[src/rtl/sppc_pkg.sv]
// Shared constants, payload types and command codes for the segment
// piston/tip/tilt channel combiner. No dependencies.
package sppc_pkg;

    // Geometry
    localparam int CHANNELS  = 4;
    localparam int SEGMENTS  = 169;
    localparam int CH_W      = 2;
    localparam int SEG_W     = 8;
    localparam int IDX_W     = 9;

    // Field and register widths
    localparam int VAL_W     = 24;
    localparam int SUM_W     = 27;
    localparam int DRV_W     = 16;
    localparam int ACT_W     = 3;
    localparam int SCALE_W   = 24;
    localparam int CFG_W     = 24;
    localparam int CFG_IDX_W = 1;

    // Datapath widths
    localparam int COEF_W    = 25;
    localparam int PRD_W     = 51;
    localparam int ACC_W     = 53;
    localparam int FRAC_SH   = 16;
    localparam int V8_W      = ACC_W - FRAC_SH;
    localparam int MAG_W     = V8_W - 1;
    localparam int MAG_HALF  = MAG_W / 2;
    localparam int PP_W      = MAG_HALF + SCALE_W;
    localparam int SPROD_W   = MAG_W + SCALE_W;
    localparam int SCALE_SH  = 24;

    // Job queue
    localparam int QDEPTH    = 2;
    localparam int QP_W      = 1;
    localparam int QC_W      = 2;

    // Lever coefficients, 16 fractional bits
    localparam logic signed [COEF_W-1:0] COEF_TIP  = 25'sd12415340;
    localparam logic signed [COEF_W-1:0] COEF_HALF = 25'sd7168000;

    // Register indexes and reset values
    localparam logic [CFG_IDX_W-1:0] CFG_ACTIVE = 1'd0;
    localparam logic [CFG_IDX_W-1:0] CFG_SCALE  = 1'd1;
    localparam logic [ACT_W-1:0]     ACTIVE_RST = 3'd4;
    localparam logic [SCALE_W-1:0]   SCALE_RST  = 24'd1073742;

    // Actuator select codes
    localparam logic [1:0] SEL_A0 = 2'd0;
    localparam logic [1:0] SEL_A1 = 2'd1;
    localparam logic [1:0] SEL_A2 = 2'd2;

    typedef struct packed {
        logic [CH_W-1:0]         channel;
        logic [SEG_W-1:0]        segment;
        logic signed [VAL_W-1:0] piston;
        logic signed [VAL_W-1:0] tip;
        logic signed [VAL_W-1:0] tilt;
    } t_in;

    typedef struct packed {
        logic [IDX_W-1:0] actuator_index;
        logic [DRV_W-1:0] drive_value;
        logic             last;
    } t_out;

    typedef struct packed {
        logic signed [VAL_W-1:0] piston;
        logic signed [VAL_W-1:0] tip;
        logic signed [VAL_W-1:0] tilt;
    } t_triple;

    // One memory row per segment: every channel's triple plus the sums
    typedef struct packed {
        t_triple [CHANNELS-1:0]  chan;
        logic signed [SUM_W-1:0] sum_p;
        logic signed [SUM_W-1:0] sum_t;
        logic signed [SUM_W-1:0] sum_y;
    } t_row;

    // Command issue from the sequencer to the drive pipeline
    typedef struct packed {
        logic             vld;
        logic [1:0]       sel;
        logic [IDX_W-1:0] idx;
        logic             last;
    } t_cmd;

    // Operands held by the sequencer while its commands issue
    typedef struct packed {
        logic signed [SUM_W-1:0] sp;
        logic signed [PRD_W-1:0] pa;
        logic signed [PRD_W-1:0] pb;
    } t_opnd;

endpackage

[src/rtl/sppc_drive.sv]
// Drive pipeline: forms each actuator command, scales it in two partial
// products, saturates and holds the result beat. Depends on sppc_pkg.
module sppc_drive (
    input  logic                         i_clk,
    input  logic                         i_rst_n,
    input  logic [sppc_pkg::SCALE_W-1:0] i_scale,
    input  sppc_pkg::t_cmd               i_cmd,
    input  sppc_pkg::t_opnd              i_opnd,
    output logic                         o_cmd_ready,
    output logic                         o_out_valid,
    input  logic                         i_out_ready,
    output sppc_pkg::t_out               o_out_data
);
    import sppc_pkg::*;

    logic                      en;
    logic signed [ACC_W-1:0]   base;
    logic signed [ACC_W-1:0]   ext_a;
    logic signed [ACC_W-1:0]   ext_b;
    logic signed [ACC_W-1:0]   acc;
    logic [SPROD_W-1:0]        prod;
    logic [DRV_W-1:0]          drv;

    logic                      r_s1_vld;
    logic [V8_W-1:0]           r_s1_v8;
    logic [IDX_W-1:0]          r_s1_idx;
    logic                      r_s1_last;
    logic                      r_s2_vld;
    logic                      r_s2_neg;
    logic [PP_W-1:0]           r_s2_hi;
    logic [PP_W-1:0]           r_s2_lo;
    logic [IDX_W-1:0]          r_s2_idx;
    logic                      r_s2_last;
    logic                      r_out_vld;
    t_out                      r_out;

    // Advance the whole pipe unless a result beat is stuck
    assign en          = !r_out_vld || i_out_ready;
    assign o_cmd_ready = en;

    // Combine the summed piston with the lever products
    always_comb begin
        base  = ACC_W'(i_opnd.sp) <<< FRAC_SH;
        ext_a = ACC_W'(i_opnd.pa);
        ext_b = ACC_W'(i_opnd.pb);
        case (i_cmd.sel)
            SEL_A0:  acc = base + ext_a + ext_b;
            SEL_A1:  acc = base - (ext_b <<< 1);
            SEL_A2:  acc = base - ext_a + ext_b;
            default: acc = base;
        endcase
    end

    // Join the partial products and saturate to the drive range
    always_comb begin
        prod = (SPROD_W'(r_s2_hi) << MAG_HALF) + SPROD_W'(r_s2_lo);
        if (r_s2_neg) begin
            drv = '0;
        end else if (|prod[SPROD_W-1:SCALE_SH+DRV_W]) begin
            drv = '1;
        end else begin
            drv = prod[SCALE_SH+DRV_W-1:SCALE_SH];
        end
    end

    always_ff @(posedge i_clk) begin
        if (!i_rst_n) begin
            r_s1_vld  <= 1'b0;
            r_s2_vld  <= 1'b0;
            r_out_vld <= 1'b0;
        end else if (en) begin
            r_s1_vld  <= i_cmd.vld;
            r_s2_vld  <= r_s1_vld;
            r_out_vld <= r_s2_vld;
        end
    end

    always_ff @(posedge i_clk) begin
        if (en) begin
            // floor to 8 fractional bits
            r_s1_v8   <= acc[ACC_W-1:FRAC_SH];
            r_s1_idx  <= i_cmd.idx;
            r_s1_last <= i_cmd.last;
            // split the magnitude into two scale products
            r_s2_neg  <= r_s1_v8[V8_W-1];
            r_s2_hi   <= PP_W'(r_s1_v8[MAG_W-1:MAG_HALF]) * PP_W'(i_scale);
            r_s2_lo   <= PP_W'(r_s1_v8[MAG_HALF-1:0]) * PP_W'(i_scale);
            r_s2_idx  <= r_s1_idx;
            r_s2_last <= r_s1_last;
            r_out.actuator_index <= r_s2_idx;
            r_out.drive_value    <= drv;
            r_out.last           <= r_s2_last;
        end
    end

    assign o_out_valid = r_out_vld;
    assign o_out_data  = r_out;

endmodule

[config.mk]
export PLATFORM = sky130hd
export DESIGN_NAME = sppc_drive
export DESIGN_NICKNAME = d
export VERILOG_FILES = /design/src/rtl/sppc_pkg.sv /design/src/rtl/sppc_drive.sv
export SDC_FILE = /design/constraint.sdc
export NUM_CORES = 2
export LEC_CHECK = 0
export BUFFER_PORTS_ARGS = -buffer_cell sky130_fd_sc_hd__buf_2
export CORE_ASPECT_RATIO = 0.75
export CORE_UTILIZATION = 45
export CTS_CLUSTER_SIZE = 20
export DETAILED_ROUTE_END_ITERATION = 6
export RECOVER_POWER = 50
export SYNTH_ARGS = -nofsm -noshare
export SYNTH_HDL_FRONTEND = slang
export SYNTH_SLANG_ARGS = --single-unit
[constraint.sdc]
create_clock -name i_clk -period 11.43 [get_ports i_clk]
set_input_delay 1.7145 -clock i_clk [delete_from_list [all_inputs] [get_ports i_clk]]
set_output_delay 1.7145 -clock i_clk [all_outputs]
set_load 0.005 [all_outputs]
# Yosys cells after proc, flatten, opt, wreduce, memory -nomap -nowiden
# Index checks and enable logic that the tools add are counted.
[totals]
input_bits = 169
elab_cells = 30
out_inout_bits = 28
regBits = 171
[classes]
n_mul = 2
addsub = 6
mux = 2
n_eq_ne = 2
reduce_logical = 4
[op_table]
columns = ["operator", "n"]
rows = [
  ["$pmux W53 S3", 1],
  ["$add A52 B51 Y53", 2],
  ["$mul A18 B24 Y42", 2],
  ["$add A60 B42 Y60", 1],
  ["$sub A43 B52 Y53", 1],
  ["$add A43 B51 Y52", 1],
  ["$sub A43 B51 Y52", 1],
  ["$reduce_or A20 Y1", 1],
  ["$mux W16", 1],
  ["$eq A2 B1 Y1 const B", 1],
  ["$eq A2 B2 Y1 const B", 1],
  ["$logic_not A2 Y1", 1],
  ["$logic_not A1 Y1", 1],
  ["$logic_or A1 B1 Y1", 1],
]

# Logic depth before layout (Yosys ltp)
[depth]
ltp_word = 3
depth_mapped = 26
depth_no_buf = 24

# Worst setup path before layout
# Ideal clock, no wire load.
[synth_path]
path_kind = "input to register"
startpoint = "in i_scale[14] (netlist name)"
endpoint = "reg r_s2_lo[41], data pin"
path_slack_ns = 3.150
required_ns = 11.170
t_arrival_ns = 8.020
setup_time_ns = 0.260
n_path_buf = 2
path_stages = 25
path_cell_list = "clkbuf_1 clkbuf_1 nand2_1 fa_1 inv_1 fa_1 inv_1 fa_1 inv_1 fa_1 fa_1 inv_1 fa_1 inv_1 ha_1 a21o_1 a21o_1 a211o_1 a221oi_2 o21a_1 o21ai_1 or4_1 a31o_2 a21oi_1 xnor2_1"
[synth_between]
elab_chain_len = 1
[synth_rtl]
columns = ["item", "line_no", "rtl"]
rows = [
  ["start: declaration", "sppc_drive.sv:6", "input logic [sppc_pkg::SCALE_W-1:0] i_scale,"],
  ["$mul A18 B24 Y42", "sppc_drive.sv:87", "r_s2_lo <= PP_W'(r_s1_v8[MAG_HALF-1:0]) * PP_W'(i_scale);"],
  ["end signal: assignment", "sppc_drive.sv:87", ""],
  ["end: declaration", "sppc_drive.sv:31", "logic [PP_W-1:0] r_s2_lo;"],
]
# Every way passes these cells.
# A chain may end at the register's enable or synchronous reset.

# Worst setup path after layout
[layout_path]
startpoint = "in i_scale[0] (netlist name)"
endpoint = "reg r_s2_lo[41], data pin"
# Same word-level chain as after synthesis.

==> impl_metrics.xml <==
<?xml version="1.0" encoding="UTF-8"?>
<metrics>
  <group name="place">
    <metric name="place.detailed.instances" unit="">6255</metric>
    <metric name="port_buffers" unit="">196</metric>
    <metric name="finalWeightedCongestion" unit="">0.941</metric>
    <metric name="placement.cell_area" unit="um2">45500</metric>
    <metric name="dp_hpwl" unit="um">95600</metric>
  </group>
  <group name="logic_synthesis">
    <metric name="synth_nets" unit="">6320</metric>
    <metric name="netlist_area" unit="um2">43300</metric>
    <metric name="synth_compound_gate_area_share" unit="%">10.3</metric>
    <metric name="ys_seq_area_share" unit="%">10.5</metric>
    <metric name="yosys.area_share.adder" unit="%">47.7</metric>
    <metric name="synth-seq-cells" unit="">153</metric>
    <metric name="synth_cell_type_count" unit="">80</metric>
    <metric name="combinational_family_with_the_most_area_after_synthesis" unit="">adder cells</metric>
    <metric name="yosys_warnings" unit="">0</metric>
    <metric name="portion_of_synthesized_cell_area_occupied_by_the_leading_cell_type" unit="%">35.7</metric>
    <metric name="yosysTopAreaCell" unit="">sky130_fd_sc_hd__fa_1</metric>
    <metric name="yosys-top-cells-area" unit="">sky130_fd_sc_hd__fa_1 36%, sky130_fd_sc_hd__ha_1 12%, sky130_fd_sc_hd__edfxtp_1 10%</metric>
    <metric name="yosysMostFrequentCell" unit="">sky130_fd_sc_hd__inv_1</metric>
    <metric name="synth-async-reset-ratio" unit="%">0</metric>
    <metric name="synthCells" unit="">4961</metric>
    <metric name="synth_simple_gate_area_share" unit="%">15.5</metric>
    <metric name="yosys.area_share.xor_xnor" unit="%">3.13</metric>
    <metric name="synthTopCellsByCount" unit="">1,155 x sky130_fd_sc_hd__inv_1, 772 x sky130_fd_sc_hd__fa_1, 661 x sky130_fd_sc_hd__nand2_1</metric>
    <metric name="synth_mux_area_share" unit="%">1.01</metric>
    <metric name="synthFlopType" unit="">sky130_fd_sc_hd__edfxtp_1</metric>
    <metric name="number_of_enable_flip_flop_cells_after_synthesis" unit="">150</metric>
    <metric name="postSynthAreaPerCell" unit="um2">8.73</metric>
  </group>
  <group name="grt">
    <metric name="antenna_found_initial" unit="">7</metric>
    <metric name="grt_pass1_vias" unit="">34800</metric>
    <metric name="grt_first_pass_wirelength" unit="um">196000</metric>
    <metric name="grtUsageTotal" unit="%">25.8</metric>
    <metric name="overflow" unit="">0</metric>
    <metric name="largest_net_degree_at_the_start_of_global_routing" unit="">63</metric>
  </group>
  <group name="timing">
    <metric name="finalHoldViolations" unit="">0</metric>
    <metric name="setup_viol" unit="">0</metric>
    <metric name="pin_slew_with_the_least_headroom_to_its_limit" unit="ns">3.77</metric>
    <metric name="final.setup.tns" unit="ns">0</metric>
    <metric name="grt_setup_unrepaired" unit="">no</metric>
    <metric name="timing.final.max_slew_violations" unit="">195</metric>
    <metric name="post-route-min-period" unit="ns">9.12</metric>
    <metric name="fmax" unit="MHz">110</metric>
    <metric name="skew" unit="ns">0.0240</metric>
    <metric name="final.period_utilization" unit="%">79.8</metric>
    <metric name="slew_headroom" unit="%">-152</metric>
  </group>
  <group name="routing">
    <metric name="detail_route.wirelength" unit="um">121000</metric>
    <metric name="dr.first_iter.drc_count" unit="">2417</metric>
    <metric name="dr_total_vias" unit="">33700</metric>
    <metric name="drt-vias-per-instance" unit="">5.36</metric>
    <metric name="ant_nets" unit="">0</metric>
    <metric name="detail_route.first_pass.iterations" unit="">6</metric>
    <metric name="avgRoutedWirePerCell" unit="um">19.3</metric>
    <metric name="route.detailed.drc" unit="">0</metric>
  </group>
  <group name="setup_path">
    <metric name="timing.critical_path.fanout_max" unit="">35</metric>
    <metric name="timing.critical_path.to_type" unit="">register</metric>
    <metric name="path_class" unit="">input port to register</metric>
    <metric name="worstPathArrival" unit="ns">9.39</metric>
    <metric name="ff2ff_path_depth" unit="">20</metric>
    <metric name="startpoint_type" unit="">input port</metric>
    <metric name="timing.critical_path.required" unit="ns">11.70</metric>
  </group>
  <group name="cts">
    <metric name="cts_root_buf" unit="">sky130_fd_sc_hd__clkbuf_16</metric>
    <metric name="tritoncts.num_buffers" unit="">17</metric>
    <metric name="cts.reportedPaths.clkPinSlew" unit="ns">0.09</metric>
    <metric name="post_cts_hold_buffer_count" unit="">0</metric>
    <metric name="cts_buffer_depth" unit="">2</metric>
    <metric name="cts_sinks" unit="">153</metric>
    <metric name="cts_post_setup_buffers_inserted" unit="">0</metric>
    <metric name="worstSkewPairLatency" unit="ns">0.51</metric>
    <metric name="cts_tree" unit="">yes</metric>
    <metric name="ctsHtreeMaxLevel" unit="">4</metric>
    <metric name="post_cts_resize_count" unit="">0</metric>
  </group>
  <group name="die">
    <metric name="core.rowCount" unit="">98</metric>
    <metric name="die-height" unit="um">271</metric>
    <metric name="die_width" unit="um">360</metric>
    <metric name="fp.coreArea" unit="um2">95400</metric>
    <metric name="initial_utilization" unit="%">45.4</metric>
    <metric name="floorplan.die_area" unit="um2">97500</metric>
    <metric name="num_io_pins" unit="">197</metric>
  </group>
  <group name="cells_and_area">
    <metric name="total_non_filler_cell_area_in_the_finished_layout" unit="um2">46100</metric>
    <metric name="final_net_count" unit="">6383</metric>
    <metric name="drive_above_1_share" unit="%">6.51</metric>
    <metric name="syn2layout_area_growth" unit="%">6.41</metric>
    <metric name="post_layout_nonfiller_instances" unit="">6294</metric>
    <metric name="final_util" unit="%">48.3</metric>
  </group>
  <group name="worst_hold_path">
    <metric name="min_delay_path_depth" unit="">0</metric>
    <metric name="hold_crit_path_type" unit="">register to register</metric>
  </group>
  <group name="job">
    <metric name="cap_violations" unit="">4</metric>
  </group>
  <group name="outcome">
    <metric name="violations_in_the_final_reports" unit="">max-capacitance violations, max-slew violations</metric>
    <metric name="status" unit="">finished with violations</metric>
  </group>
</metrics>
==> layout by cell type (no fill, tap or decap), types with 46 or more instances in the layout <==
cell / synthesis / final
sky130_fd_sc_hd__buf_4: 0 / 56
sky130_fd_sc_hd__buf_2: 0 / 189
sky130_fd_sc_hd__a21oi_1: 200 / 200
sky130_fd_sc_hd__xor2_1: 58 / 58
sky130_fd_sc_hd__edfxtp_1: 150 / 150
sky130_fd_sc_hd__a31oi_1: 46 / 46
sky130_fd_sc_hd__o21ai_0: 102 / 102
sky130_fd_sc_hd__inv_1: 1155 / 1155
sky130_fd_sc_hd__nand2_1: 661 / 661
sky130_fd_sc_hd__fa_1: 772 / 772
sky130_fd_sc_hd__a21o_1: 96 / 96
sky130_fd_sc_hd__and2_1: 329 / 327
sky130_fd_sc_hd__nor2_1: 136 / 136
sky130_fd_sc_hd__xnor2_1: 97 / 97
sky130_fd_sc_hd__ha_1: 418 / 418
==> worst paths after layout <==
check	from	to	slack, ns
max	i_scale[0]	r_s2_lo[41]	2.31
min	r_s1_idx[4]	r_s2_idx[4]	0.42
max reg2reg	r_s1_v8[25]	r_s2_hi[35]	3.78
min reg2reg	r_s1_idx[4]	r_s2_idx[4]	0.42
==> per-layer routing <==
layer / wire [um] / vias to the layer above / GRT usage [%]
li1: - / 15600 / -
met1: 57200 / 16900 / 38.1
met2: 51800 / 1112 / 38.8
met3: 8880 / 149 / 4.25
met4: 3330 / 4 / 7.28
met5: 27 / - / 0
==> sequential cells by signal (all words and copies together) (netlist names) <==
| signal | flops |
|---|---|
| r_s1_idx | 9 |
| r_s2_neg | 1 |
| r_s2_idx | 9 |
| r_s1_v8 | 37 |
| r_s2_lo | 24 |
| r_s2_hi | 42 |
| o_out_valid | 1 |
| r_s2_last | 1 |
| r_s1_vld | 1 |
| r_s1_last | 1 |
| o_out_data | 26 |
| r_s2_vld | 1 |
==> stage by stage <==
step	hold WS, ns	setup WS (ns)
after floorplan	0.400	3.15
after global placement	0.400	2.47
after detailed placement	0.405	2.32
after CTS	0.418	2.85
after global routing	0.430	1.75
final	0.422	2.31
==> worst max-delay path, cell delays in order <==
cell and delay (ns):
sky130_fd_sc_hd__buf_2 0.07, sky130_fd_sc_hd__clkbuf_1 1.37, sky130_fd_sc_hd__nand2_1 0.21, sky130_fd_sc_hd__fa_1 0.50, sky130_fd_sc_hd__fa_1 0.53, sky130_fd_sc_hd__inv_1 0.04
sky130_fd_sc_hd__ha_1 0.18, sky130_fd_sc_hd__fa_1 0.47, sky130_fd_sc_hd__inv_1 0.05, sky130_fd_sc_hd__fa_1 0.48, sky130_fd_sc_hd__fa_1 0.49, sky130_fd_sc_hd__inv_1 0.04
sky130_fd_sc_hd__ha_1 0.27, sky130_fd_sc_hd__and2_1 0.16, sky130_fd_sc_hd__a2111oi_0 0.45, sky130_fd_sc_hd__o221ai_1 0.32, sky130_fd_sc_hd__a221oi_2 0.60, sky130_fd_sc_hd__o21a_1 0.25
sky130_fd_sc_hd__o21ai_1 0.13, sky130_fd_sc_hd__or4_1 0.50, sky130_fd_sc_hd__a31o_2 0.27, sky130_fd_sc_hd__a21oi_1 0.18, sky130_fd_sc_hd__xnor2_1 0.08
==> cell families (layout without fill, tap and decap cells) <==
logic type | count (synthesis) | after routing
buffers and inverters | 1366 | 1442
XOR/XNOR | 155 | 155
AND/OR/NAND/NOR | 1394 | 1394
multiplexers | 25 | 25
other | 0 | 7
flip-flops | 153 | 153
adder cells (fa/ha/maj) | 1190 | 1190
AO/OA/AOI/OAI | 678 | 678
==> final cells by class <==
cell class                      instances  area, um2
Fill cell                            9339      49300
Multi-Input combinational cell       3442      33600
Sequential cell                       153       4560
Inverter                             1155       4340
Tap cell                             1250       1560
Timing Repair Buffer                  255       1400
Clock buffer                           17        425
Clock inverter                         15        174
Antenna cell                            7       17.5
Power is not shown: default switching activity piles up to over one toggle a cycle in this logic, so the estimate is an artifact.
