`config.mk`:
```
export PLATFORM = sky130hd
export DESIGN_NAME = sppc_front
export DESIGN_NICKNAME = d
export VERILOG_FILES = /design/src/rtl/sppc_pkg.sv /design/src/rtl/sppc_front.sv
export SDC_FILE = /design/constraint.sdc
export NUM_CORES = 1
export LEC_CHECK = 0
export ABC_AREA = 1
export BUFFER_PORTS_ARGS = -buffer_cell sky130_fd_sc_hd__buf_2
export CORE_ASPECT_RATIO = 0.6
export CORE_UTILIZATION = 30
export DETAILED_ROUTE_END_ITERATION = 10
export GPL_ROUTABILITY_DRIVEN = 0
export PLACE_DENSITY = 0.58
export REMOVE_ABC_BUFFERS = 1
export SYNTH_ARGS = -nofsm -noshare
export SYNTH_HDL_FRONTEND = slang
export SYNTH_SLANG_ARGS = --single-unit
```
`constraint.sdc`:
```
create_clock -name i_clk -period 8 [get_ports i_clk]
set_input_delay 0.8 -clock i_clk [delete_from_list [all_inputs] [get_ports i_clk]]
set_output_delay 0.8 -clock i_clk [all_outputs]
set_load 0.02 [all_outputs]
```
`src/rtl/sppc_pkg.sv`:
```
// Shared constants, payload types and command codes for the segment
// piston/tip/tilt channel combiner. No dependencies.
package sppc_pkg;

    // Geometry
    localparam int CHANNELS  = 4;
    localparam int SEGMENTS  = 169;
    localparam int CH_W      = 2;
    localparam int SEG_W     = 8;
    localparam int IDX_W     = 9;

    // Field and register widths
    localparam int VAL_W     = 24;
    localparam int SUM_W     = 27;
    localparam int DRV_W     = 16;
    localparam int ACT_W     = 3;
    localparam int SCALE_W   = 24;
    localparam int CFG_W     = 24;
    localparam int CFG_IDX_W = 1;

    // Datapath widths
    localparam int COEF_W    = 25;
    localparam int PRD_W     = 51;
    localparam int ACC_W     = 53;
    localparam int FRAC_SH   = 16;
    localparam int V8_W      = ACC_W - FRAC_SH;
    localparam int MAG_W     = V8_W - 1;
    localparam int MAG_HALF  = MAG_W / 2;
    localparam int PP_W      = MAG_HALF + SCALE_W;
    localparam int SPROD_W   = MAG_W + SCALE_W;
    localparam int SCALE_SH  = 24;

    // Job queue
    localparam int QDEPTH    = 2;
    localparam int QP_W      = 1;
    localparam int QC_W      = 2;

    // Lever coefficients, 16 fractional bits
    localparam logic signed [COEF_W-1:0] COEF_TIP  = 25'sd12415340;
    localparam logic signed [COEF_W-1:0] COEF_HALF = 25'sd7168000;

    // Register indexes and reset values
    localparam logic [CFG_IDX_W-1:0] CFG_ACTIVE = 1'd0;
    localparam logic [CFG_IDX_W-1:0] CFG_SCALE  = 1'd1;
    localparam logic [ACT_W-1:0]     ACTIVE_RST = 3'd4;
    localparam logic [SCALE_W-1:0]   SCALE_RST  = 24'd1073742;

    // Actuator select codes
    localparam logic [1:0] SEL_A0 = 2'd0;
    localparam logic [1:0] SEL_A1 = 2'd1;
    localparam logic [1:0] SEL_A2 = 2'd2;

    typedef struct packed {
        logic [CH_W-1:0]         channel;
        logic [SEG_W-1:0]        segment;
        logic signed [VAL_W-1:0] piston;
        logic signed [VAL_W-1:0] tip;
        logic signed [VAL_W-1:0] tilt;
    } t_in;

    typedef struct packed {
        logic [IDX_W-1:0] actuator_index;
        logic [DRV_W-1:0] drive_value;
        logic             last;
    } t_out;

    typedef struct packed {
        logic signed [VAL_W-1:0] piston;
        logic signed [VAL_W-1:0] tip;
        logic signed [VAL_W-1:0] tilt;
    } t_triple;

    // One memory row per segment: every channel's triple plus the sums
    typedef struct packed {
        t_triple [CHANNELS-1:0]  chan;
        logic signed [SUM_W-1:0] sum_p;
        logic signed [SUM_W-1:0] sum_t;
        logic signed [SUM_W-1:0] sum_y;
    } t_row;

    // Command issue from the sequencer to the drive pipeline
    typedef struct packed {
        logic             vld;
        logic [1:0]       sel;
        logic [IDX_W-1:0] idx;
        logic             last;
    } t_cmd;

    // Operands held by the sequencer while its commands issue
    typedef struct packed {
        logic signed [SUM_W-1:0] sp;
        logic signed [PRD_W-1:0] pa;
        logic signed [PRD_W-1:0] pb;
    } t_opnd;

endpackage

```
`src/rtl/sppc_front.sv`:
```
// Input side: filters items by active channel count and segment range
// and queues the kept ones. Depends on sppc_pkg.
module sppc_front (
    input  logic                       i_clk,
    input  logic                       i_rst_n,
    input  logic [sppc_pkg::ACT_W-1:0] i_active,
    input  logic                       i_in_valid,
    output logic                       o_in_ready,
    input  sppc_pkg::t_in              i_in_data,
    output logic                       o_job_valid,
    output sppc_pkg::t_in              o_job,
    input  logic                       i_job_pop
);
    import sppc_pkg::*;

    logic [ACT_W-1:0] act_eff;
    logic             keep;
    logic             push;
    t_in              r_q [QDEPTH];
    logic [QP_W-1:0]  r_wp;
    logic [QP_W-1:0]  r_rp;
    logic [QC_W-1:0]  r_cnt;
    logic [QC_W-1:0]  n_cnt;

    // Clamp the active count to 1..CHANNELS
    always_comb begin
        if (i_active == '0) begin
            act_eff = ACT_W'(1);
        end else if (i_active > ACT_W'(CHANNELS)) begin
            act_eff = ACT_W'(CHANNELS);
        end else begin
            act_eff = i_active;
        end
    end

    // Drop beats for inactive channels or segments out of range
    assign keep = ({1'b0, i_in_data.channel} < act_eff) &&
                  (i_in_data.segment < SEG_W'(SEGMENTS));

    assign o_in_ready  = (r_cnt != QC_W'(QDEPTH));
    assign push        = i_in_valid && o_in_ready && keep;
    assign o_job_valid = (r_cnt != '0);
    assign o_job       = r_q[r_rp];

    always_comb begin
        n_cnt = r_cnt;
        if (push && !i_job_pop) begin
            n_cnt = r_cnt + QC_W'(1);
        end else if (!push && i_job_pop) begin
            n_cnt = r_cnt - QC_W'(1);
        end
    end

    // Queue pointers and fill count
    always_ff @(posedge i_clk) begin
        if (!i_rst_n) begin
            r_wp  <= '0;
            r_rp  <= '0;
            r_cnt <= '0;
        end else begin
            r_cnt <= n_cnt;
            if (push) begin
                r_wp <= r_wp + QP_W'(1);
            end
            if (i_job_pop) begin
                r_rp <= r_rp + QP_W'(1);
            end
        end
    end

    // Queue storage
    always_ff @(posedge i_clk) begin
        if (push) begin
            r_q[r_wp] <= i_in_data;
        end
    end

endmodule

```
## Word-level counts from Yosys, hierarchy flattened

Memory sizes are Yosys's and may differ from the RTL's. A register that Yosys moved wholly into a read port is not among the register bits.
Index checks and enable logic that the tools add are counted.
W data, S select, Z words.

- Output and inout port bits: 84
- Memories kept: 1
- RAM bits: 164
- Bits in registers: 4
- Input port bits: 89
- Logic and storage cells: 30

- Mux-type cells: 8
- Equal/unequal tests: 1
- Order comparisons: 3
- Add/sub/neg operators: 4
- Reductions and logical operators: 10

Memories:

| memory | words | bits a word | read ports | clocked after Yosys merged registers in | wr ports | line | text |
|---|---|---|---|---|---|---|---|
| r_q | 2 | 82 | 1 | 1 | 1 | sppc_front.sv:19 | `t_in r_q [QDEPTH];` |

Operators by type and width:

| kind | number |
|---|---|
| $lt A8 B8 Y1 const B | 1 |
| $mux W3 | 2 |
| $logic_and A1 B1 Y1 | 5 |
| $mux W1 | 4 |
| $mux W2 | 2 |
| $reduce_bool A2 Y1 | 2 |
| $gt A3 B3 Y1 const B | 1 |
| $logic_not A3 Y1 | 1 |
| $lt A2 B3 Y1 | 1 |
| $add A1 B1 Y1 const B | 2 |
| $add A2 B1 Y2 const B | 1 |
| $logic_not A1 Y1 | 2 |
| $ne A2 B2 Y1 const B | 1 |
| $sub A2 B1 Y2 const B | 1 |

## Longest topological paths before layout

Gate-level depths: netlist of run 1.

- Depth after elaboration: 10
- Gate-level depth with buffers: 13
- Gate-level depth less buffers: 13

## Worst setup path after synthesis of run 1

No wires, ideal clock.

- Path type: input port to flip-flop
- From: in i_active[2] (netlist name)
- To: mem r_q[0][0] (netlist name) (enable)
- Data required time: 7377 ps
- Stages: 8
- Buffers on the path: 0
- Library setup time: 623 ps
- Arrival time: 6952 ps
- Path slack: 424 ps
- Path through: inv_1 nand2_1 ha_1 nand2_1 nand2_1 nand2_2 nand2_2 nor3_1

- Word-level cells in the longest chain between the ends: 8
- Elaborated cells between the ends (all ways): 9
- Classes of those cells: order compare (2); mux (4); reduce/logical (3)

RTL lines:

| item | line | text |
|---|---|---|
| from (decl) | sppc_front.sv:6 | `input logic [sppc_pkg::ACT_W-1:0] i_active,` |
| $gt A3 B3 Y1 | sppc_front.sv:29 | `end else if (i_active > ACT_W'(CHANNELS)) begin` |
| $mux W3 | sppc_front.sv:29 |  |
| $mux W3 * | sppc_front.sv:27 | `if (i_active == '0) begin` |
| $lt A2 B3 Y1 * | sppc_front.sv:37 | `assign keep = ({1'b0, i_in_data.channel} < act_eff) &&` |
| $logic_and A1 B1 Y1 * | sppc_front.sv:37 |  |
| $logic_and A1 B1 Y1 * | sppc_front.sv:41 | `assign push = i_in_valid && o_in_ready && keep;` |
| $mux W1 * | sppc_front.sv:73 | `if (push) begin` |
| $mux W1 (not written as such) * | sppc_front.sv:74 | `r_q[r_wp] <= i_in_data;` |
| to (decl) | sppc_front.sv:19 |  |

Every way passes the cells marked *; elsewhere a longest branch is shown, timed or not.

==> results of run 1 <==
worst max-delay path: stages (launching register included):
cell and delay (ps):
sky130_fd_sc_hd__dfxtp_4 830, sky130_fd_sc_hd__buf_4 750, sky130_fd_sc_hd__mux2_2 410, sky130_fd_sc_hd__buf_2 160
registers in the layout (all words and copies together) (netlist names), named ones only:
name / flops
r_wp: 1
r_q: 164
r_cnt: 2
r_rp: 1
layout make-up:
class / instances / share of cell area
clock buffer: 21 / 0.0531
inverter: 13 / 0.00604
multi-input combinational: 122 / 0.172
timing repair buffer: 176 / 0.107
tap: 279 / 0.0421
clock inverter: 9 / 0.0124
sequential: 169 / 0.607
where the power goes:
group | switching [mW] | total, mW | internal [mW]
clock network | 0.315 | 0.768 | 0.453
logic | 0.136 | 0.243 | 0.107
registers | 0.0191 | 1.04 | 1.02
total | 0.470 | 2.05 | 1.58
routing by layer:
metal	track usage	share of wire	wire, um	vias up
li1	-	-	-	1570
met2	0.158	0.41	5240	130
met5	0	0.00087	11	-
met4	0.0377	0.011	136	2
met3	0.0630	0.098	1240	12
met1	0.154	0.48	6070	1606
cells in the final DEF (no fill, tap or decap), types with 5 or more instances in the layout:
| cell type | synthesis | final |
|---|---|---|
| sky130_fd_sc_hd__inv_1 | 13 | 12 |
| sky130_fd_sc_hd__clkinv_2 | 0 | 5 |
| sky130_fd_sc_hd__nand2_1 | 14 | 14 |
| sky130_fd_sc_hd__nor2_1 | 10 | 10 |
| sky130_fd_sc_hd__clkbuf_16 | 0 | 17 |
| sky130_fd_sc_hd__edfxtp_1 | 164 | 164 |
| sky130_fd_sc_hd__mux2_4 | 80 | 80 |
| sky130_fd_sc_hd__buf_2 | 0 | 172 |
through the flow:
stage	utilization	hold WS [ps]	setup slack, ps
global placement	0.362	486	4780
detailed placement	0.362	501	4730
floorplan	-	463	424
global route	0.388	531	4380
finish	0.388	514	4560
CTS	0.388	516	4470
cells by family (layout without fill, tap and decap cells):
group	Yosys count	count (layout)
adders and majority gates	2	2
AOI/OAI and AO/OA	9	9
buffers and inverters	22	219
and+or+nand+nor	29	29
DFF	169	169
muxes	82	82
path summary, 6_finish.rpt:
| check | to | slack (ps) |
|---|---|---|
| setup reg to reg | r_q[1][11] | 5670 |
| hold reg to reg | r_rp | 510 |
| hold / removal | r_rp | 510 |
| setup / recovery | o_job[71] | 4560 |
==> impl_summary.log, run 1 <==
INFO  metric outcome = complete, no violations
INFO  metric rsz0062_at_grt = false
INFO  metric synth.ff_latch_count = 169
INFO  metric avgViaCountPerCell = 4.21
INFO  metric setup_tns = 0 ps
INFO  metric floorplan.die.width = 194 um
INFO  metric holdBufCountCts = 0
INFO  metric leakagePower = 3.27 nW
INFO  metric rr_worst_depth = 5
INFO  metric cts_htree_levels = 4
INFO  metric layout.cell_area.non_filler = 8290 um^2
INFO  metric worstReg2RegStart = r_cnt[0]
INFO  metric min_path_type = reg -> reg
INFO  metric yosysWarningCount = 0
INFO  metric ios = 173
INFO  metric placed_cell_area = 7750 um^2
INFO  metric dominant_combinational_cell_family_by_area_after_synthesis = multiplexers
INFO  metric synth_edf_count = 164
INFO  metric power_density = 248 nW/um^2
INFO  metric multi_input_comb_area = 1430 um^2
INFO  metric drt_pre_antenna_iters = 4
INFO  metric relSlewSlack = 0.468
INFO  metric antenna_cells = 0
INFO  metric post_route_cells_drive_above_1_share = 0.573
INFO  metric synthDistinctLibCells = 18
INFO  metric grt_pass1_vias = 3558
INFO  metric crit_path_max_fanout = 43
INFO  metric clock_latency_late_sink = 420 ps
INFO  metric clk_pin_slew_worst_paths = 60 ps
INFO  metric final-seq-area = 5030 um^2
INFO  metric post-cts-setup-buffer-count = 0
INFO  metric clock_sink_count = 169
INFO  metric fin_total_pwr = 2.05 mW
INFO  metric routed_wl = 12700 um
INFO  metric synthDominantAreaCellType = sky130_fd_sc_hd__edfxtp_1
INFO  metric timing.final.hold_violations = 0
INFO  metric fmax = 290 MHz
INFO  metric synth-adder-area-share = 0.00375
INFO  metric synth-async-reset-ratio = 0
INFO  metric synth-seq-area-share = 0.753
INFO  metric cell_rows = 41
INFO  metric finalSetupViolations = 0
INFO  metric synth_simple_gate_area_share = 0.0180
INFO  metric tritoncts.num_buffers = 17
INFO  metric worstPathArrival = 2640 ps
INFO  metric die_y = 117 um
INFO  metric cts_root_buffer = sky130_fd_sc_hd__clkbuf_16
INFO  metric hp-start = r_rp
INFO  metric syn-instance-count = 313
INFO  metric route.vias.total = 3320
INFO  metric number_of_nets_in_the_layout = 590
INFO  metric postSynthAreaPerCell = 21.3 um^2
INFO  metric setup.worst_path.class = reg -> out
INFO  metric antenna_found_initial = 1
INFO  metric wire_length_of_the_first_global_routing_pass = 19500 um
INFO  metric yosysMostFrequentCell = sky130_fd_sc_hd__edfxtp_1
INFO  metric finalCriticalPeriod = 3440 ps
INFO  metric startpoint_type_of_the_worst_setup_path = flip-flop
INFO  metric start_util = 0.312
INFO  metric timing.final.max_slew_violations = 0
INFO  metric finish.cell_count_without_fillers = 789
INFO  metric clk_skew = 4.88 ps
INFO  metric die_area = 22800 um^2
INFO  metric max-cap-violations = 0
INFO  metric drtAntennaViolNets = 0
INFO  metric detailedRoute.firstIterationViolations = 102
INFO  metric netlist.area_leader.share = 0.738
INFO  metric synth_xor_area_frac = 0
INFO  metric tightestPinTransition = 798 ps
INFO  metric synthTopCellsByArea = sky130_fd_sc_hd__edfxtp_1, sky130_fd_sc_hd__mux2_4, sky130_fd_sc_hd__buf_12, sky130_fd_sc_hd__dfxtp_1, sky130_fd_sc_hd__nand2_1
INFO  metric share_of_the_synthesized_area_in_compound_gates_ao_oa_aoi_oai = 0.00826
INFO  metric worstHoldPathCells = 2
INFO  metric p_r_area_growth_vs_syn = 24.3%
INFO  metric dp_hpwl = 8850 um
INFO  metric tritoncts = built
INFO  metric cts_repair_resize_count = 0
INFO  metric grt_start_max_net_pins = 49
INFO  metric coreArea = 21400 um^2
INFO  metric buffers_on_ports = 172
INFO  metric detail_route.drc_violations = 0
INFO  metric grt_use_total = 0.116
INFO  metric post-route-period-util = 0.431
INFO  metric dpl.cell_count = 759
INFO  metric synth_top_flop_cell = sky130_fd_sc_hd__edfxtp_1
INFO  metric cts_max_path_buffers = 2
INFO  metric synth.mux.area_fraction = 0.183
INFO  metric wire_per_inst = 16.1 um
INFO  metric synth_top_cells_by_count = sky130_fd_sc_hd__edfxtp_1, sky130_fd_sc_hd__mux2_4, sky130_fd_sc_hd__nand2_1
INFO  metric syn-cell-area = 6670 um^2
INFO  metric n_fill_cell = 1998
INFO  metric setup.worst_path.end_class = primary output
INFO  metric timing.critical_path.required = 7200 ps
INFO  metric peak_ir_drop_on_the_vdd_network = 0.000139 V
INFO  metric grt_ovf = 0
(Power assumes the default switching activity.)
==> run 2, diff against run 1 <==
Settings changed: ABC_AREA 1 to 0, PLACE_DENSITY 0.58 to 0.59.
Clock period 8 ns to 3.1 ns, I/O delays scaled along.
==> run 2 against run 1 <==
Combinational power increased to 2.7 times the previous value. Flip-flop and latch count unchanged. Largest power group unchanged. Synthesized cell count fell by 7.7%. Setup slack worse by 3800 ps. Wire length is 5.5% lower. Via count shrank 2.3%. Sequential share of layout area grew 2.4 points. Cell area shrank 3.8%. Non-clock buffer count unchanged.
==> impl_summary.log, run 2 <==
INFO  metric outcome = complete, no violations
INFO  metric internal_power = 4.00 mW
INFO  metric hold-path-endpoint = r_q[0][70]
INFO  metric detail_route.drc_violations = 0
INFO  metric setup_tns = 0 ps
INFO  metric clk_pin_slew_worst_paths = 70 ps
INFO  metric timing.final.max_slew_violations = 0
INFO  metric worstReg2RegStart = r_cnt[0]
INFO  metric n_fill_cell = 1884
INFO  metric syn-instance-count = 289
INFO  metric finalSetupViolations = 0
INFO  metric p_r_area_growth_vs_syn = 28.9%
INFO  metric drtAntennaViolNets = 0
INFO  metric ios = 173
INFO  metric clock_sink_count = 169
INFO  metric seqPwrFrac = 0.511
INFO  metric holdBufCountCts = 0
INFO  metric rr_worst_depth = 5
INFO  metric leakagePower = 2.91 nW
INFO  metric coreArea = 20100 um^2
INFO  metric hp-start = i_in_data[70]
INFO  metric max-cap-violations = 0
INFO  metric route.vias.total = 3245
INFO  metric finish.cell_count_without_fillers = 763
INFO  metric setup.worst_path.class = reg -> out
INFO  metric yosysWarningCount = 0
INFO  metric slowest_stage = sky130_fd_sc_hd__dfxtp_4
INFO  metric tightestPinTransition = 573 ps
INFO  metric power.switching_fraction = 0.241
INFO  metric combPwrFrac = 0.123
INFO  metric synthTopCellsByArea = sky130_fd_sc_hd__edfxtp_1, sky130_fd_sc_hd__mux2_2, sky130_fd_sc_hd__dfxtp_1, sky130_fd_sc_hd__buf_2, sky130_fd_sc_hd__ha_1
INFO  metric synthDistinctLibCells = 23
INFO  metric critical_path.cell_chain = buf_12 -> mux2_2 -> buf_2
INFO  metric postSynthAreaPerCell = 21.4 um^2
INFO  metric worstHoldPathCells = 1
INFO  metric grt_use_total = 0.117
INFO  metric min_path_type = in -> reg
INFO  metric cts_htree_levels = 4
INFO  metric clock_latency_late_sink = 420 ps
INFO  metric timing.final.hold_violations = 0
INFO  metric rsz0062_at_grt = false
INFO  metric timing.critical_path.required = 2790 ps
INFO  metric relSlewSlack = 0.618
INFO  metric routed_wl = 12000 um
INFO  metric netlist.area_leader.share = 0.796
INFO  metric die_area = 21200 um^2
INFO  metric setup.worst_path.end_class = primary output
INFO  metric power.net_switching = 1.27 mW
INFO  metric grt_pass1_vias = 3282
INFO  metric power.share.clock = 0.366
INFO  metric critical_path.reg2reg.endpoint = r_q[1][13]
INFO  metric synth-seq-area-share = 0.812
INFO  metric floorplan.die.width = 187 um
INFO  metric power_density = 662 nW/um^2
INFO  metric post-route-period-util = 0.769
INFO  metric grt_start_max_net_pins = 83
INFO  metric synth_edf_count = 164
INFO  metric yosysMostFrequentCell = sky130_fd_sc_hd__edfxtp_1
INFO  metric synth-async-reset-ratio = 0
INFO  metric number_of_nets_in_the_layout = 566
INFO  metric dp_hpwl = 7880 um
INFO  metric antenna_found_initial = 3
INFO  metric synth.ff_latch_count = 169
INFO  metric largest_register_ffs = 164
INFO  metric cts_root_buffer = sky130_fd_sc_hd__clkbuf_16
INFO  metric reg2reg_slack = 1180 ps
INFO  metric max_incr_delay_on_cp = 690 ps
INFO  metric startpoint_type_of_the_worst_setup_path = flip-flop
INFO  metric tritoncts.num_buffers = 17
INFO  metric reg.largest.list = r_q: 164 flops, r_cnt: 2 flops
INFO  metric layout_setup_ws = 716 ps
INFO  metric clk_skew = 9.99 ps
INFO  metric grt_ovf = 0
INFO  metric cts_max_path_buffers = 2
INFO  metric avgViaCountPerCell = 4.25
INFO  metric detailedRoute.firstIterationViolations = 212
INFO  metric fmax = 419 MHz
INFO  metric peak_ir_drop_on_the_vdd_network = 0.000329 V
INFO  metric post-cts-setup-buffer-count = 0
INFO  metric start_util = 0.307
INFO  metric whs = 71.1 ps
INFO  metric syn-cell-area = 6190 um^2
INFO  metric die_y = 113 um
INFO  metric crit_path_max_fanout = 43
INFO  metric tritoncts = built
INFO  metric cell_rows = 40
INFO  metric wire_length_of_the_first_global_routing_pass = 18000 um
INFO  metric dpl.cell_count = 729
INFO  metric mostFrequentLayoutCells = sky130_fd_sc_hd__buf_2, sky130_fd_sc_hd__edfxtp_1, sky130_fd_sc_hd__mux2_2
INFO  metric cts_repair_resize_count = 0
INFO  metric largest_register_by_flop_count = r_q
INFO  metric finalCriticalPeriod = 2380 ps
INFO  metric final_util = 0.396
INFO  metric synthDominantAreaCellType = sky130_fd_sc_hd__edfxtp_1
INFO  metric final_common_cell = sky130_fd_sc_hd__buf_2
INFO  metric wire_per_inst = 15.7 um
INFO  metric buffers_on_ports = 172
INFO  metric post_route_cells_drive_above_1_share = 0.595
INFO  metric drt_pre_antenna_iters = 6
INFO  metric place_ws = 802 ps
INFO  metric worstPathArrival = 2070 ps
INFO  metric synth_top_cells_by_count = sky130_fd_sc_hd__edfxtp_1, sky130_fd_sc_hd__mux2_2, sky130_fd_sc_hd__buf_2
INFO  metric synth_top_flop_cell = sky130_fd_sc_hd__edfxtp_1
run 2: changes by cell type after synthesis, moves of 2 or more:
cell / delta
sky130_fd_sc_hd__mux2_4: -80
sky130_fd_sc_hd__o21ai_0: -2
sky130_fd_sc_hd__mux2_2: +80
sky130_fd_sc_hd__buf_2: +9
sky130_fd_sc_hd__buf_12: -8
sky130_fd_sc_hd__nand2_1: -12
sky130_fd_sc_hd__xor2_1: +2
sky130_fd_sc_hd__nand2_2: -2
sky130_fd_sc_hd__inv_1: -11
sky130_fd_sc_hd__nand2b_1: +3
sky130_fd_sc_hd__nor2_1: -7
run 2: critical path: cells and delay by family (launching register included):
| family | cells | cell delay [ps] |
|---|---|---|
| buffers and inverters | 2 | 480 |
| DFF | 1 | 690 |
| muxes | 1 | 400 |
run 2: kinds of logic after synthesis:
kind of cell / after synthesis / synth area share
DFF: 169 / 0.812
muxes: 83 / 0.151
and+or+nand+nor: 15 / 0.0142
buffers and inverters: 11 / 0.00850
AOI/OAI and AO/OA: 6 / 0.00586
xor gates and xnor gates: 3 / 0.00425
adders and majority gates: 2 / 0.00404
run 2: final cells by class:
class                           instances  area, um^2  area share
Clock inverter                         14         108      0.0135
Antenna cell                            3        7.51    0.000941
Tap cell                              273         342      0.0428
Multi-Input combinational cell        109        1120       0.140
Inverter                                2        7.51    0.000941
Sequential cell                       169        5030       0.631
Timing Repair Buffer                  176         941       0.118
Clock buffer                           17         425      0.0533
run 2: worst max-delay path by stage:
stage / start / endpoint / slack [ps] / cells after the start
2_1_floorplan: i_active[2] / r_q[0][0] / -4090 / 5
3_3_place_gp: i_active[2] / r_q[1][71] / 820 / 8
3_5_place_dp: i_active[2] / r_q[1][26] / 800 / 8
4_1_cts: flip-flop / o_job[73] / 670 / 3
5_1_grt: flip-flop / o_job[25] / 590 / 3
6_report: flip-flop / o_job[25] / 720 / 3
run 2: per-layer routing:
layer  up-vias  part of all wire  GRT usage
met5         -                 0          0
met3        11              0.10     0.0583
li1       1517                 -          -
met4         0             0.011     0.0455
met2       142              0.40      0.157
met1      1575              0.48      0.159
run 2: through the flow:
step	power [mW]	cell area, um^2
CTS	5.36	7970
finish	5.28	7980
floorplan	3.15	6140
global route	5.49	7970
detailed placement	3.40	7430
global placement	3.39	7430
run 2: power groups by stage:
stage	clock, mW	combinational (mW)	sequential [mW]
3_5_place_dp	0	0.656	2.75
3_3_place_gp	0	0.647	2.74
4_1_cts	2.00	0.661	2.70
6_report	1.93	0.650	2.70
2_1_floorplan	0	0.386	2.76
5_1_grt	2.09	0.693	2.71
==> run 3, diff against run 2 <==
Settings changed: ABC_AREA 0 to 1, PLACE_DENSITY 0.59 to 0.56.
Clock period 3.1 ns to 2.43 ns, I/O delays scaled along.
==> run 3 against run 2 <==
Global-route usage is 0.27 points higher. Power grew 32%. Utilization grew 2.8 points. Die area grew 7.7%. Non-clock buffer count grew 69. Via count grew 9.3%. First-iteration DRC count down 38%. Clock skew fell by 2.6 ps. Clock-buffer cell count unchanged. Hold slack got worse by 45 ps. Clock power up 36%.
==> impl_summary.log, run 3 (same netlist as run 1, synthesis figures left out) <==
INFO  metric largest_register_by_flop_count = r_q
INFO  metric timing.critical_path.required = 2490 ps
INFO  metric detail_route.drc_violations = 0
INFO  metric detailedRoute.firstIterationViolations = 132
INFO  metric clock_latency_late_sink = 420 ps
INFO  metric post-cts-setup-buffer-count = 0
INFO  metric n_fill_cell = 1939
INFO  metric grt_pass1_vias = 3841
INFO  metric tritoncts.num_buffers = 17
INFO  metric clk_skew = 7.35 ps
INFO  metric finalSetupViolations = 0
INFO  metric tightestPinTransition = 477 ps
INFO  metric worst_path_dominant_cell_family = buffers and inverters
INFO  metric cts_root_buffer = sky130_fd_sc_hd__clkbuf_16
INFO  metric p_r_area_growth_vs_syn = 36.0%
INFO  metric timing.final.hold_violations = 0
INFO  metric hp-start = i_in_data[15]
INFO  metric max_incr_delay_on_cp = 530 ps
INFO  metric cts_htree_levels = 4
INFO  metric drt_pre_antenna_iters = 4
INFO  metric rsz0062_at_grt = false
INFO  metric grt_ovf = 0
INFO  metric reg.largest.list = r_q: 164 flops, r_cnt: 2 flops
INFO  metric final_common_cell = sky130_fd_sc_hd__buf_2
INFO  metric tritoncts = built
INFO  metric start_util = 0.312
INFO  metric rr_worst_depth = 5
INFO  metric number_of_nets_in_the_layout = 659
INFO  metric antenna_found_initial = 0
INFO  metric ios = 173
INFO  metric startpoint_type_of_the_worst_setup_path = input port
INFO  metric routed_wl = 12900 um
INFO  metric setup.worst_path.class = in -> reg
INFO  metric leakagePower = 3.60 nW
INFO  metric antenna_cells = 0
INFO  metric fmax = 524 MHz
INFO  metric outcome = complete, no violations
INFO  metric clk_pin_slew_worst_paths = 60 ps
INFO  metric final-seq-area = 5030 um^2
INFO  metric slowest_stage = sky130_fd_sc_hd__dlygate4sd3_1
INFO  metric buffers_on_ports = 172
INFO  metric die_area = 22800 um^2
INFO  metric critical_path.reg2reg.endpoint = r_q[0][26]
INFO  metric clock_sink_count = 169
INFO  metric setup_tns = 0 ps
INFO  metric multi_input_comb_area = 1430 um^2
INFO  metric floorplan.die.width = 194 um
INFO  metric crit_path_max_fanout = 82
INFO  metric coreArea = 21400 um^2
INFO  metric reg2reg_slack = 740 ps
INFO  metric max-cap-violations = 0
INFO  metric dp_hpwl = 8510 um
INFO  metric grt_use_total = 0.119
INFO  metric cts_max_path_buffers = 2
INFO  metric cell_rows = 41
INFO  metric setup.worst_path.end_class = flip-flop
INFO  metric wire_length_of_the_first_global_routing_pass = 20300 um
INFO  metric worstReg2RegStart = r_cnt[0]
INFO  metric timing.final.max_slew_violations = 0
INFO  metric final_util = 0.424
INFO  metric holdBufCountCts = 67
INFO  metric cts_repair_resize_count = 0
INFO  metric drtAntennaViolNets = 0
INFO  metric critical_path.cell_chain = dlygate4sd3_1 -> buf_2 -> nor2_1 -> nand2_1 -> nand2_1 -> o21ai_2 -> nor3_2 -> buf_12
INFO  metric worstHoldPathCells = 1
INFO  metric grt_start_max_net_pins = 83
INFO  metric post_route_cells_drive_above_1_share = 0.515
INFO  metric mostFrequentLayoutCells = sky130_fd_sc_hd__buf_2, sky130_fd_sc_hd__edfxtp_1, sky130_fd_sc_hd__mux2_4
INFO  metric relSlewSlack = 0.682
INFO  metric route.vias.total = 3547
INFO  metric power_density = 765 nW/um^2
INFO  metric finalCriticalPeriod = 1910 ps
INFO  metric whs = 25.9 ps
INFO  metric post-route-period-util = 0.785
INFO  metric peak_ir_drop_on_the_vdd_network = 0.000478 V
INFO  metric largest_register_ffs = 164
INFO  metric critical_path.most_common_cell = sky130_fd_sc_hd__nand2_1
INFO  metric min_path_type = in -> reg
INFO  metric die_y = 117 um
INFO  metric worst-path-buf-inv = 3
INFO  metric wire_per_inst = 15.1 um
INFO  metric worstPathArrival = 1970 ps
INFO  metric avgViaCountPerCell = 4.12
INFO  metric hold-path-endpoint = r_q[0][15]
==> run 3: cell count changes in the layout (fill, tap and decap cells not counted), moves of 4 or more <==
| cell | delta |
|---|---|
| sky130_fd_sc_hd__nand2_1 | +12 |
| sky130_fd_sc_hd__clkinv_1 | -4 |
| sky130_fd_sc_hd__inv_1 | +10 |
| sky130_fd_sc_hd__mux2_2 | -80 |
| sky130_fd_sc_hd__mux2_4 | +80 |
| sky130_fd_sc_hd__dlygate4sd3_1 | +67 |
| sky130_fd_sc_hd__nor2_1 | +7 |
==> run 3: stage by stage <==
stage / total power [mW] / setup WS (ps) / cells / area [um^2]
6_report: 6.94 / 522 / 860 / 9070
5_1_grt: 7.24 / 427 / 860 / 9070
4_1_cts: 7.06 / 489 / 860 / 9070
3_5_place_dp: 4.32 / 359 / 761 / 7830
3_3_place_gp: 4.30 / 394 / 761 / 7830
2_1_floorplan: 4.05 / -4590 / 304 / 6500
==> run 3: worst max path at each step <==
| stage | startpoint | to | slack [ps] | depth (start not counted) |
|---|---|---|---|---|
| after global placement | i_active[2] | r_q[0][25] | 390 | 10 |
| after global routing | i_in_data[74] | r_q[0][70] | 430 | 8 |
| after CTS | flip-flop | o_job[71] | 490 | 3 |
| final | i_in_data[74] | r_q[0][26] | 520 | 8 |
| after detailed placement | i_active[2] | r_q[0][41] | 360 | 10 |
| after floorplan | i_active[2] | r_q[0][0] | -4590 | 8 |
==> run 3: where the power goes <==
| group | internal (mW) | switching (mW) | leakage, nW |
|---|---|---|---|
| registers | 3.37 | 0.0376 | 1.54 |
| logic | 0.435 | 0.484 | 1.78 |
| clock network | 1.51 | 1.11 | 0.278 |
| total | 5.31 | 1.63 | 3.60 |
==> run 3: final cells by class <==
type                       instances  area share
tap                              279      0.0385
sequential                       169       0.554
inverter                          13     0.00552
timing repair buffer             245       0.181
clock inverter                    15      0.0166
clock buffer                      17      0.0469
multi-input combinational        122       0.158
==> run 3: routing by layer <==
metal,wire length (um),vias to the layer above,GRT usage
met5,0,-,0
met3,1090,17,0.0458
met4,230,0,0.0565
met2,5670,134,0.179
li1,-,1709,-
met1,5960,1687,0.152
